[src/sv/crt_pkg.sv]
`timescale 1ns / 1ps
`default_nettype none
// ----------------------------------------------------------------------------
// crt_pkg: shared constants and types for the current ramp tracker
// Widths of the rate split (quotient and remainder by the control frequency).
// ----------------------------------------------------------------------------
package crt_pkg;

	localparam int CONTROL_FREQ = 20000;

	localparam int CUR_W   = 16;
	localparam int RATE_W  = 22;
	localparam int RATE_MAX = (1 << RATE_W) - 1;
	localparam int RATE_RESET = 4000;

	// rate = q * CONTROL_FREQ + r
	localparam int QW = $clog2(RATE_MAX / CONTROL_FREQ + 1);
	localparam int RW = (CONTROL_FREQ > 1) ? $clog2(CONTROL_FREQ) : 1;
	localparam int REM_W = RW + 1;
	localparam int SUM_W = RW + 2;
	localparam int DIV_W = RATE_W + QW;
	localparam int NW = ((CUR_W > QW + 2) ? CUR_W : QW + 2) + 1;

	// reciprocal of the control frequency, exact over the full rate range
	localparam int     RECIP_SH = RATE_W + RW;
	localparam int     RECIP_W  = RATE_W + 1;
	localparam int     PROD_W   = RATE_W + RECIP_W;
	localparam longint RECIP    = ((longint'(1) << RECIP_SH) + longint'(CONTROL_FREQ) - 1)
			/ longint'(CONTROL_FREQ);

	localparam logic [0:0] REG_UP_RATE   = 1'b0;
	localparam logic [0:0] REG_DOWN_RATE = 1'b1;

	localparam logic FUNC_TRACK  = 1'b0;
	localparam logic FUNC_PRESET = 1'b1;

	typedef struct packed {
		logic [QW-1:0] q;
		logic [RW-1:0] r;
	} split_t;

	// quotient by reciprocal multiply, remainder by one multiply-subtract
	function automatic split_t rate_split(input logic [RATE_W-1:0] rate);
		logic [PROD_W-1:0] prod;
		logic [DIV_W-1:0]  rem;
		split_t            res;
		prod  = PROD_W'(rate) * PROD_W'(RECIP);
		res.q = prod[RECIP_SH +: QW];
		rem   = DIV_W'(rate) - DIV_W'(res.q) * DIV_W'(CONTROL_FREQ);
		res.r = rem[RW-1:0];
		return res;
	endfunction

	localparam split_t RESET_SPLIT = rate_split(RATE_W'(RATE_RESET));

endpackage
`default_nettype wire

[src/sv/crt_rate_split.sv]
`timescale 1ns / 1ps
`default_nettype none
// ----------------------------------------------------------------------------
// crt_rate_split: rate register held as quotient and remainder
// Splits a written rate by the control frequency so the tick path needs no divider.
// ----------------------------------------------------------------------------
module crt_rate_split (
	input  wire logic                       clk,
	input  wire logic                       arst_n,
	input  wire logic                       wr_en,
	input  wire logic [crt_pkg::RATE_W-1:0] wdata,
	output crt_pkg::split_t                 split
);

	crt_pkg::split_t split_q;

	always_ff @(posedge clk or negedge arst_n) begin
		if (!arst_n) begin
			split_q <= crt_pkg::RESET_SPLIT;
		end else if (wr_en) begin
			split_q <= crt_pkg::rate_split(wdata);
		end
	end

	assign split = split_q;

endmodule
`default_nettype wire

[src/sv/current_ramp_tracker_core.sv]
`timescale 1ns / 1ps
`default_nettype none
// ----------------------------------------------------------------------------
// current_ramp_tracker_core: slew-rate limited current tracker
// Input word: func and current_value on in_valid/in_ready. func 0 steps the
// tracked current one control tick toward current_value; func 1 presets it.
// Output word: tracked_current on out_valid/out_ready, one per input word.
// Pipeline: input register, then update logic into output register.
// Throughput: one word per cycle while the output is not stalled; the tracked
// state updates from the pre-split rate registers; no word waits on an earlier one.
// A stalled receiver holds the output register; the input register fills
// and in_ready drops until the output word is taken.
// Config: cfg_wr_en writes cfg_wdata to up_rate (index 0) or down_rate
// (index 1) at once; write only while no word is in flight.
// Reset: tracked current and remainder clear, both rates return to 4000.
// ----------------------------------------------------------------------------
module current_ramp_tracker_core (
	input  wire logic                       clk,
	input  wire logic                       arst_n,
	input  wire logic                       in_valid,
	output logic                            in_ready,
	input  wire logic                       func,
	input  wire logic signed [15:0]         current_value,
	output logic                            out_valid,
	input  wire logic                       out_ready,
	output logic signed [15:0]              tracked_current,
	input  wire logic                       cfg_wr_en,
	input  wire logic [0:0]                 cfg_addr,
	input  wire logic [crt_pkg::RATE_W-1:0] cfg_wdata
);

	localparam logic signed [crt_pkg::SUM_W-1:0] FREQ_S = crt_pkg::SUM_W'(crt_pkg::CONTROL_FREQ);

	crt_pkg::split_t up_split;
	crt_pkg::split_t dn_split;

	crt_rate_split u_up (
		.clk    (clk),
		.arst_n (arst_n),
		.wr_en  (cfg_wr_en && cfg_addr == crt_pkg::REG_UP_RATE),
		.wdata  (cfg_wdata),
		.split  (up_split)
	);

	crt_rate_split u_down (
		.clk    (clk),
		.arst_n (arst_n),
		.wr_en  (cfg_wr_en && cfg_addr == crt_pkg::REG_DOWN_RATE),
		.wdata  (cfg_wdata),
		.split  (dn_split)
	);

	logic                                v_s1;
	logic                                func_s1;
	logic signed [15:0]                  val_s1;
	logic                                adv;

	logic signed [15:0]                  cur_q;
	logic signed [crt_pkg::REM_W-1:0]    rem_q;
	logic                                out_valid_q;
	logic signed [15:0]                  tracked_q;

	assign adv      = !out_valid_q || out_ready;
	assign in_ready = !v_s1 || adv;

	always_ff @(posedge clk or negedge arst_n) begin
		if (!arst_n) begin
			v_s1 <= 1'b0;
		end else if (in_ready) begin
			v_s1 <= in_valid;
		end
	end

	always_ff @(posedge clk) begin
		if (in_ready && in_valid) begin
			func_s1 <= func;
			val_s1  <= current_value;
		end
	end

	// tick update
	logic                                dir_up;
	logic                                use_up;
	logic [crt_pkg::QW-1:0]              sel_q;
	logic [crt_pkg::RW-1:0]              sel_r;
	logic signed [crt_pkg::REM_W-1:0]    rem_dir;
	logic signed [crt_pkg::SUM_W-1:0]    s;
	logic signed [crt_pkg::SUM_W-1:0]    rm;
	logic [crt_pkg::QW:0]                qm;
	logic signed [crt_pkg::QW+1:0]       step;
	logic signed [crt_pkg::NW-1:0]       n;
	logic signed [crt_pkg::NW-1:0]       tgt;
	logic                                clamp;
	logic signed [15:0]                  cur_nx;
	logic signed [crt_pkg::REM_W-1:0]    rem_nx;

	always_comb begin
		dir_up  = val_s1 > cur_q;
		use_up  = dir_up ? !cur_q[15] : (cur_q[15] || cur_q == '0);
		sel_q   = use_up ? up_split.q : dn_split.q;
		sel_r   = use_up ? up_split.r : dn_split.r;
		rem_dir = dir_up ? rem_q : -rem_q;
		s = $signed({2'b00, sel_r}) + $signed({rem_dir[crt_pkg::REM_W-1], rem_dir});

		priority if (s >= FREQ_S) begin
			qm = {1'b0, sel_q} + 1'b1;
			rm = s - FREQ_S;
		end else if (!s[crt_pkg::SUM_W-1]) begin
			qm = {1'b0, sel_q};
			rm = s;
		end else if (sel_q == '0) begin
			qm = '0;
			rm = s;
		end else begin
			qm = {1'b0, sel_q} - 1'b1;
			rm = s + FREQ_S;
		end

		step  = dir_up ? $signed({1'b0, qm}) : -$signed({1'b0, qm});
		n     = crt_pkg::NW'(cur_q) + crt_pkg::NW'(step);
		tgt   = use_up ? crt_pkg::NW'(val_s1) : '0;
		clamp = dir_up ? (n >= tgt) : (n <= tgt);

		if (func_s1 == crt_pkg::FUNC_PRESET) begin
			cur_nx = val_s1;
			rem_nx = '0;
		end else if (val_s1 == cur_q) begin
			cur_nx = cur_q;
			rem_nx = rem_q;
		end else if (clamp) begin
			cur_nx = tgt[15:0];
			rem_nx = '0;
		end else begin
			cur_nx = n[15:0];
			rem_nx = dir_up ? rm[crt_pkg::REM_W-1:0] : -rm[crt_pkg::REM_W-1:0];
		end
	end

	always_ff @(posedge clk or negedge arst_n) begin
		if (!arst_n) begin
			cur_q       <= '0;
			rem_q       <= '0;
			out_valid_q <= 1'b0;
		end else if (adv) begin
			out_valid_q <= v_s1;
			if (v_s1) begin
				cur_q <= cur_nx;
				rem_q <= rem_nx;
			end
		end
	end

	always_ff @(posedge clk) begin
		if (adv && v_s1) begin
			tracked_q <= cur_nx;
		end
	end

	assign out_valid       = out_valid_q;
	assign tracked_current = tracked_q;

	// remainder stays strictly inside one control period
	a_rem_range: assert property (@(posedge clk) disable iff (!arst_n)
		($signed({rem_q[crt_pkg::REM_W-1], rem_q}) < FREQ_S) &&
		($signed({rem_q[crt_pkg::REM_W-1], rem_q}) > -FREQ_S))
		else $error("remainder out of range");

	a_out_matches_state: assert property (@(posedge clk) disable iff (!arst_n)
		out_valid_q |-> tracked_q == cur_q)
		else $error("output word differs from tracked state");

	a_stage_moves: assert property (@(posedge clk) disable iff (!arst_n)
		(v_s1 && adv) |=> out_valid_q)
		else $error("word lost between stages");

	a_preset: assert property (@(posedge clk) disable iff (!arst_n)
		(v_s1 && adv && func_s1 == crt_pkg::FUNC_PRESET) |=>
		(rem_q == '0 && cur_q == $past(val_s1)))
		else $error("preset not applied");

endmodule
`default_nettype wire

[config.mk]
export PLATFORM = sky130hd
export DESIGN_NAME = current_ramp_tracker_core
export DESIGN_NICKNAME = d
export VERILOG_FILES = /design/src/sv/crt_pkg.sv /design/src/sv/crt_rate_split.sv /design/src/sv/current_ramp_tracker_core.sv
export SDC_FILE = /design/constraint.sdc
export NUM_CORES = 1
export LEC_CHECK = 0
export ABC_AREA = 1
export BUFFER_PORTS_ARGS = -buffer_cell sky130_fd_sc_hd__buf_4
export CORE_ASPECT_RATIO = 1.5
export CORE_MARGIN = 4
export CORE_UTILIZATION = 30
export CTS_CLUSTER_SIZE = 16
export DETAILED_ROUTE_END_ITERATION = 8
export HOLD_SLACK_MARGIN = 0.1
export PLACE_DENSITY = 0.46
export SETUP_SLACK_MARGIN = 0.02
export SLEW_MARGIN = 20
export SYNTH_ARGS = -nofsm -noshare
export SYNTH_HDL_FRONTEND = slang
export SYNTH_SLANG_ARGS = --single-unit
[constraint.sdc]
create_clock -name clk -period 16.5 [get_ports clk]
set_clock_uncertainty 0.15 [all_clocks]
set_input_delay 0.825 -clock clk [delete_from_list [all_inputs] [get_ports clk]]
set_output_delay 0.825 -clock clk [all_outputs]
set_load 0.005 [all_outputs]
* After elaboration in Yosys (flattened, before gate mapping)
Index checks and enable logic that the tools add are counted.
** Word-level totals
- Flip-flop bits (word level) :: 113
- Input port bits :: 45
- Output and inout port bits :: 18
- Logic and storage cells :: 64
** Cells by class
- $add $sub $neg :: 10
- Multiply operators :: 2
- Order comparisons :: 4
- Equal/unequal tests :: 2
- Muxes and demuxes :: 20
- Bitwise logic cells :: 1
- Reduce and logical (&&, ||, !) cells :: 14
** Operators by type and width (number)
- 16-bit two-way mux :: 11
- 22-bit by 21-bit multiplier with 43-bit output, second input constant :: 1
- 16-bit negator :: 2
- 9-bit two-way mux :: 3
- 16-bit by 10-bit adder with 17-bit output :: 1
- 16-bit by 16-bit adder with 17-bit output :: 1
- 17-bit by 16-bit greater-or-equal comparator with 1-bit output, second input constant :: 1
- 17-bit greater-or-equal comparator :: 1
- 17-bit less-or-equal comparator :: 1
- 17-bit two-way mux :: 1
- 16-bit adder, second input constant :: 1
- 16-bit == test :: 1
- 16-bit > comparator :: 1
- 16-bit logical NOT :: 1
- 16-bit subtractor, second input constant :: 1
- 15-bit two-way mux :: 1
- 15-bit subtractor :: 1
- 8-bit by 10-bit multiplier with 10-bit output, second input constant :: 1
- 10-bit two-way mux :: 1
- 9-bit negator with 10-bit output :: 1
- 8-bit by 1-bit adder with 9-bit output, second input constant :: 1
- 8-bit by 1-bit subtractor with 9-bit output, second input constant :: 1
- 8-bit logical NOT :: 1
- 8-bit two-way mux :: 1
- 8 further kinds :: 16

* Longest topological paths before layout
- Depth after elaboration :: 16
- Depth in mapped cells :: 79
- Mapped depth without buffers :: 76

* Hierarchy
A second synthesis with hierarchy kept.
** Unflattened totals
- Cell total of the unflattened synthesis :: 3648
- Area total of the unflattened synthesis :: 28528.6 sq um
** By module, submodules not included
- crt_rate_split at u_down :: times used 1, cells each 1271, area each 10540.1 sq um, seq. area each 583.1 sq um
- crt_rate_split at u_up :: times used 1, cells each 1266, area each 10436.3 sq um, seq. area each 583.1 sq um
- current_ramp_tracker_core :: times used 1, cells each 1111, area each 7552.2 sq um, seq. area each 1841.8 sq um

* Worst setup path after synthesis
Ideal clock, no wire load.
- Kind :: register -> register
- Start :: register cur_q[15]
- End :: register tracked_q[10] (netlist: tracked_current[10]) (data pin)
- Setup time :: 0.259 ns
- Data arrival time :: 8.829 ns
- Required time :: 16.091 ns
- Path slack :: 7.262 ns
- Cell stages (with the launch flop) :: 59
- Buffers on the path :: 5
- Period minus slack after synthesis :: 9.238 ns
- Cells stage by stage :: dfrtp_1 -> inv_1 -> ha_1 -> a21oi_1 -> o21ai_1 -> a21oi_2 -> nand2_1 -> nand2_2 -> nand3_4 -> nand2_4 -> nand2_8 -> inv_1 -> clkbuf_1 -> clkbuf_1 -> clkbuf_1 -> nand2_1 -> nand2_1 -> ha_1 -> [... 23 more ...] -> o21ai_0 -> a21oi_1 -> o21bai_1 -> a31oi_1 -> o21ai_0 -> xor2_1 -> inv_1 -> ha_1 -> nand2_1 -> nor3_1 -> nand4_1 -> nor4_1 -> nand3_1 -> nand3_4 -> buf_2 -> nand2_1 -> nand3_1 -> nand2_1
** On the way
- Longest elaborated chain between the ends :: 16
- Elaborated cells on any way between the ends :: 27
- Those cells by class :: 5 x add/sub; 4 x order compare; 1 x eq/ne; 13 x mux; 4 x reduce/logical
** Ends and longest elaborated chain
- start: declaration :: RTL line current_ramp_tracker_core.sv:58 : logic signed [15:0] cur_q;
- start signal: assignment :: RTL line current_ramp_tracker_core.sv:147 : cur_q <= cur_nx;
- branches (longest 14 deep; another with 16-bit by 16-bit adder with 17-bit output)
- 16-bit two-way mux (*) :: RTL line current_ramp_tracker_core.sv:127 : end else if (val_s1 == cur_q) begin
- 16-bit two-way mux (*) :: RTL line current_ramp_tracker_core.sv:124 : if (func_s1 == crt_pkg::FUNC_PRESET) begin
- via cur_nx[10] :: RTL line current_ramp_tracker_core.sv:94 : logic signed [15:0] cur_nx;
- end signal: assignment :: RTL line current_ramp_tracker_core.sv:155 : tracked_q <= cur_nx;
- end: declaration :: RTL line current_ramp_tracker_core.sv:61 : logic signed [15:0] tracked_q;
Mark *: on every way through the listed nets, which the timed path passes.
A chain may end at the register's enable or synchronous reset.

* Worst setup path after layout
- Start :: register cur_q[15]
- End :: register rem_q[11] in the netlist's numbering
** On the way
- Longest elaborated chain between the ends :: 16
- Elaborated cells on any way between the ends :: 36
- Those cells by class :: 8 x add/sub; 4 x order compare; 2 x eq/ne; 17 x mux; 5 x reduce/logical
** Ends and longest elaborated chain
- branches (longest 16 deep; another with 16-bit by 16-bit adder with 17-bit output)
- end signal: assignment :: RTL line current_ramp_tracker_core.sv:148 : rem_q <= rem_nx;
- end: declaration :: RTL line current_ramp_tracker_core.sv:59 : logic signed [crt_pkg::REM_W-1:0] rem_q;
Several ways; the timed one is not identified. The select of a mux whose other input is x is not followed.

==> summary.txt <==
Die
  – Horiz. Die Dim: 208 µm
  – Die Ht: 309 µm
  – # rows: 109
  – Num ports: 63
  – Die footprint: 64,300 µm²
  – Starting Density: 0.305
  – Core footprint: 59,300 µm²

STA
  – Max-slew violation count: 0
  – Setup-failing EPs final: 0
  – Final worst slack: 4530 ps
  – Max Clk Rate: 83.6 MHz
  – TNS Setup: 0 ps
  – Period utilization: 0.725
  – Final Hold Fails: 0
  – Max-slew headroom: 0.311
  – Min cycle time layout: 11,970 ps
  – Least-Margin Pin Slew: 1030 ps
  – Unrepaired setup endpoints after global routing: no

Drt
  – WL/cell: 17.7 µm
  – Antenna-violating nets left: 0
  – Initial DRT Pass Iterations: 5
  – Vias: 14,600
  – Drt via density: 4.66
  – Starting DRT DRC Count: 555
  – DRC: 0
  – Post-Route WL: 55,300 µm

GRT
  – Total grt overflow: 0
  – Antenna violations before repair: 0
  – Global Route Usage Sum: 0.175
  – First-pass GRT wire length: 87,300 µm
  – Largest net degree at the start of global routing: 56
  – Number of global-route vias before repair: 15,800

Synth
  – Syn Std Cell Area: 18,100 µm²
  – Async set-reset flop share out of synthesis: 0.708
  – Post-synth cell types: 53
  – Syn Inst Count: 2,280
  – Most common cell in the netlist: inv_1
  – Yosys Warn Count: 0
  – Leading post-synthesis cells by instance count: inv_1, nand2_1, ha_1, fa_1, o21ai_0
  – Yosys reg bits: 113
  – Ranking of synthesized cells by area: fa_1, ha_1, inv_1, nand2_1, dfrtp_1
  – Synth top area share: 0.205
  – Mean Syn Cell Area: 7.93 µm²
  – EDFF count, synth: 33
  – Prevailing post-synth register cell: dfrtp_1
  – Net Count, Synth: 2,797
  – Register area share after synthesis: 0.166
  – Post-synth top area cell: fa_1

Status
  – Run status: complete, no violations

Clock tree
  – Clock root buffer: clkbuf_16
  – # hold bufs at CTS: 0
  – Clock transition at path regs: 50 ps
  – CTS tree: done
  – Number of CTS-inserted buffers: 17
  – CTS H-tree depth: 4
  – Post-CTS Setup Inserts: 0
  – Clk sinks: 113
  – CTS max path bufs: 2
  – Worst skew pair latency: 450 ps
  – PostCTS Resize Cnt: 0

Worst setup path
  – CP delay by family, top: simple AND/OR/NAND/NOR gates
  – Slowest cell on the critical path: nand3_1
  – CP peak stage delay: 750 ps
  – Reg-to-reg endpoint: rem_q[11]$_DFFE_PN0P_
  – Req. time, crit path: 16,670 ps
  – WP depth: 54
  – Crit. End Element: flop
  – Critical Path Source: cur_q[15]$_DFFE_PN0P_
  – Worst path bufs/invs: 7
  – Setup CP Type: flop to flop
  – Critical path arrival: 12,140 ps
  – CP Capture Point: rem_q[11]$_DFFE_PN0P_
  – Critical path's most frequent cell: nand2_1
  – Crit Path Max Fanout: 28
  – Reg-to-Reg Start: cur_q[15]$_DFFE_PN0P_
  – Startpoint types: flop
  – R2R cell count: 54
  – FF-to-FF setup slack: 4530 ps

Flow run
  – Max cap viols: 0

Layout
  – Antenna Diode Count: 0
  – P&R area growth vs syn: 10.9%
  – Fill count: 6,309
  – Core Util, Final: 0.338
  – Final nets: 2,852
  – Layout cells sized above 1: 0.0703

Place
  – GPL Wtd Cong: 0.947
  – Final HPWL DP: 48,400 µm
  – Dpl ws: 4420 ps
  – I/O Buffers: 62

Worst hold path
  – Hold crit path type: input port to async pin
==> area by class of cell <==
| class | count | area, µm² | share of cell area |
|---|---|---|---|
| flip-flops and latches | 113 | 3010 | 0.150 |
| clock buffers | 25 | 539 | 0.0269 |
| repair buffers | 69 | 518 | 0.0259 |
| multi-input cells | 1597 | 12900 | 0.643 |
| well taps | 777 | 972 | 0.0485 |
| inverters | 537 | 2020 | 0.101 |
| clock inverters | 7 | 91.3 | 0.00456 |
==> flip-flops by register name (all words and copies together) (netlist names) <==
| register | flops |
|---|---|
| cur_q | 16 |
| func_s1 | 1 |
| rem_q | 16 |
| val_s1 | 16 |
| v_s1 | 1 |
| out_valid | 1 |
| u_up.split | 23 |
| u_down.split | 23 |
| tracked_current | 16 |
==> layer usage <==
metal  wire length, µm  part of all wire  track usage  up-vias
met5                 0                 0            0        -
met4              1980             0.036       0.0697        0
met3               913             0.017       0.0119       71
met2             32400              0.59        0.365      220
met1             20000              0.36        0.176     6981
li1                  -                 -            -     7285
==> cell families (layout without fill, tap and decap cells) <==
| logic type | Yosys count | count (layout) | share of synthesized area |
|---|---|---|---|
| AO/OA/AOI/OAI | 271 | 271 | 0.0834 |
| XOR/XNOR | 78 | 78 | 0.0386 |
| adder cells (fa/ha/maj) | 472 | 472 | 0.404 |
| buffers and inverters | 570 | 638 | 0.120 |
| flip-flops | 113 | 113 | 0.166 |
| AND/OR/NAND/NOR | 776 | 776 | 0.188 |
==> through the flow <==
step                      instance area [µm²]  hold WS, ps  std cells
after global placement                  19400          318       3093
after global routing                    20000          185       3125
after floorplan                         18100          294       2280
after detailed placement                19400          321       3093
final                                   20000          149       3125
after CTS                               20000          149       3125
==> worst min path at each step <==
stage	start	to	slack [ps]	cells past startpoint
after floorplan	u_up.split[17]$_DFFE_PN0P_	u_up.split[17]$_DFFE_PN0P_	290	2
after global placement	rem_q[14]$_DFFE_PN0P_	rem_q[14]$_DFFE_PN0P_	320	2
after detailed placement	rem_q[14]$_DFFE_PN0P_	rem_q[14]$_DFFE_PN0P_	320	2
after CTS	arst_n	cur_q[8]$_DFFE_PN0P_	150	1
after global routing	arst_n	cur_q[8]$_DFFE_PN0P_	190	1
final	arst_n	cur_q[8]$_DFFE_PN0P_	150	1
==> cells in the final DEF, fill, tap and decap left out, drive strengths merged, types with 25 or more instances in the layout <==
master    n
nand2   501
buf      69
xor2     59
dfrtp    68
edfxtp   33
o21ai   116
nand4    36
nand3   113
a21oi    96
nor2     94
fa      185
inv     534
ha      287
clkbuf   25
Power is not shown: default switching activity piles up to over one toggle a cycle in this logic, so the estimate is an artifact.
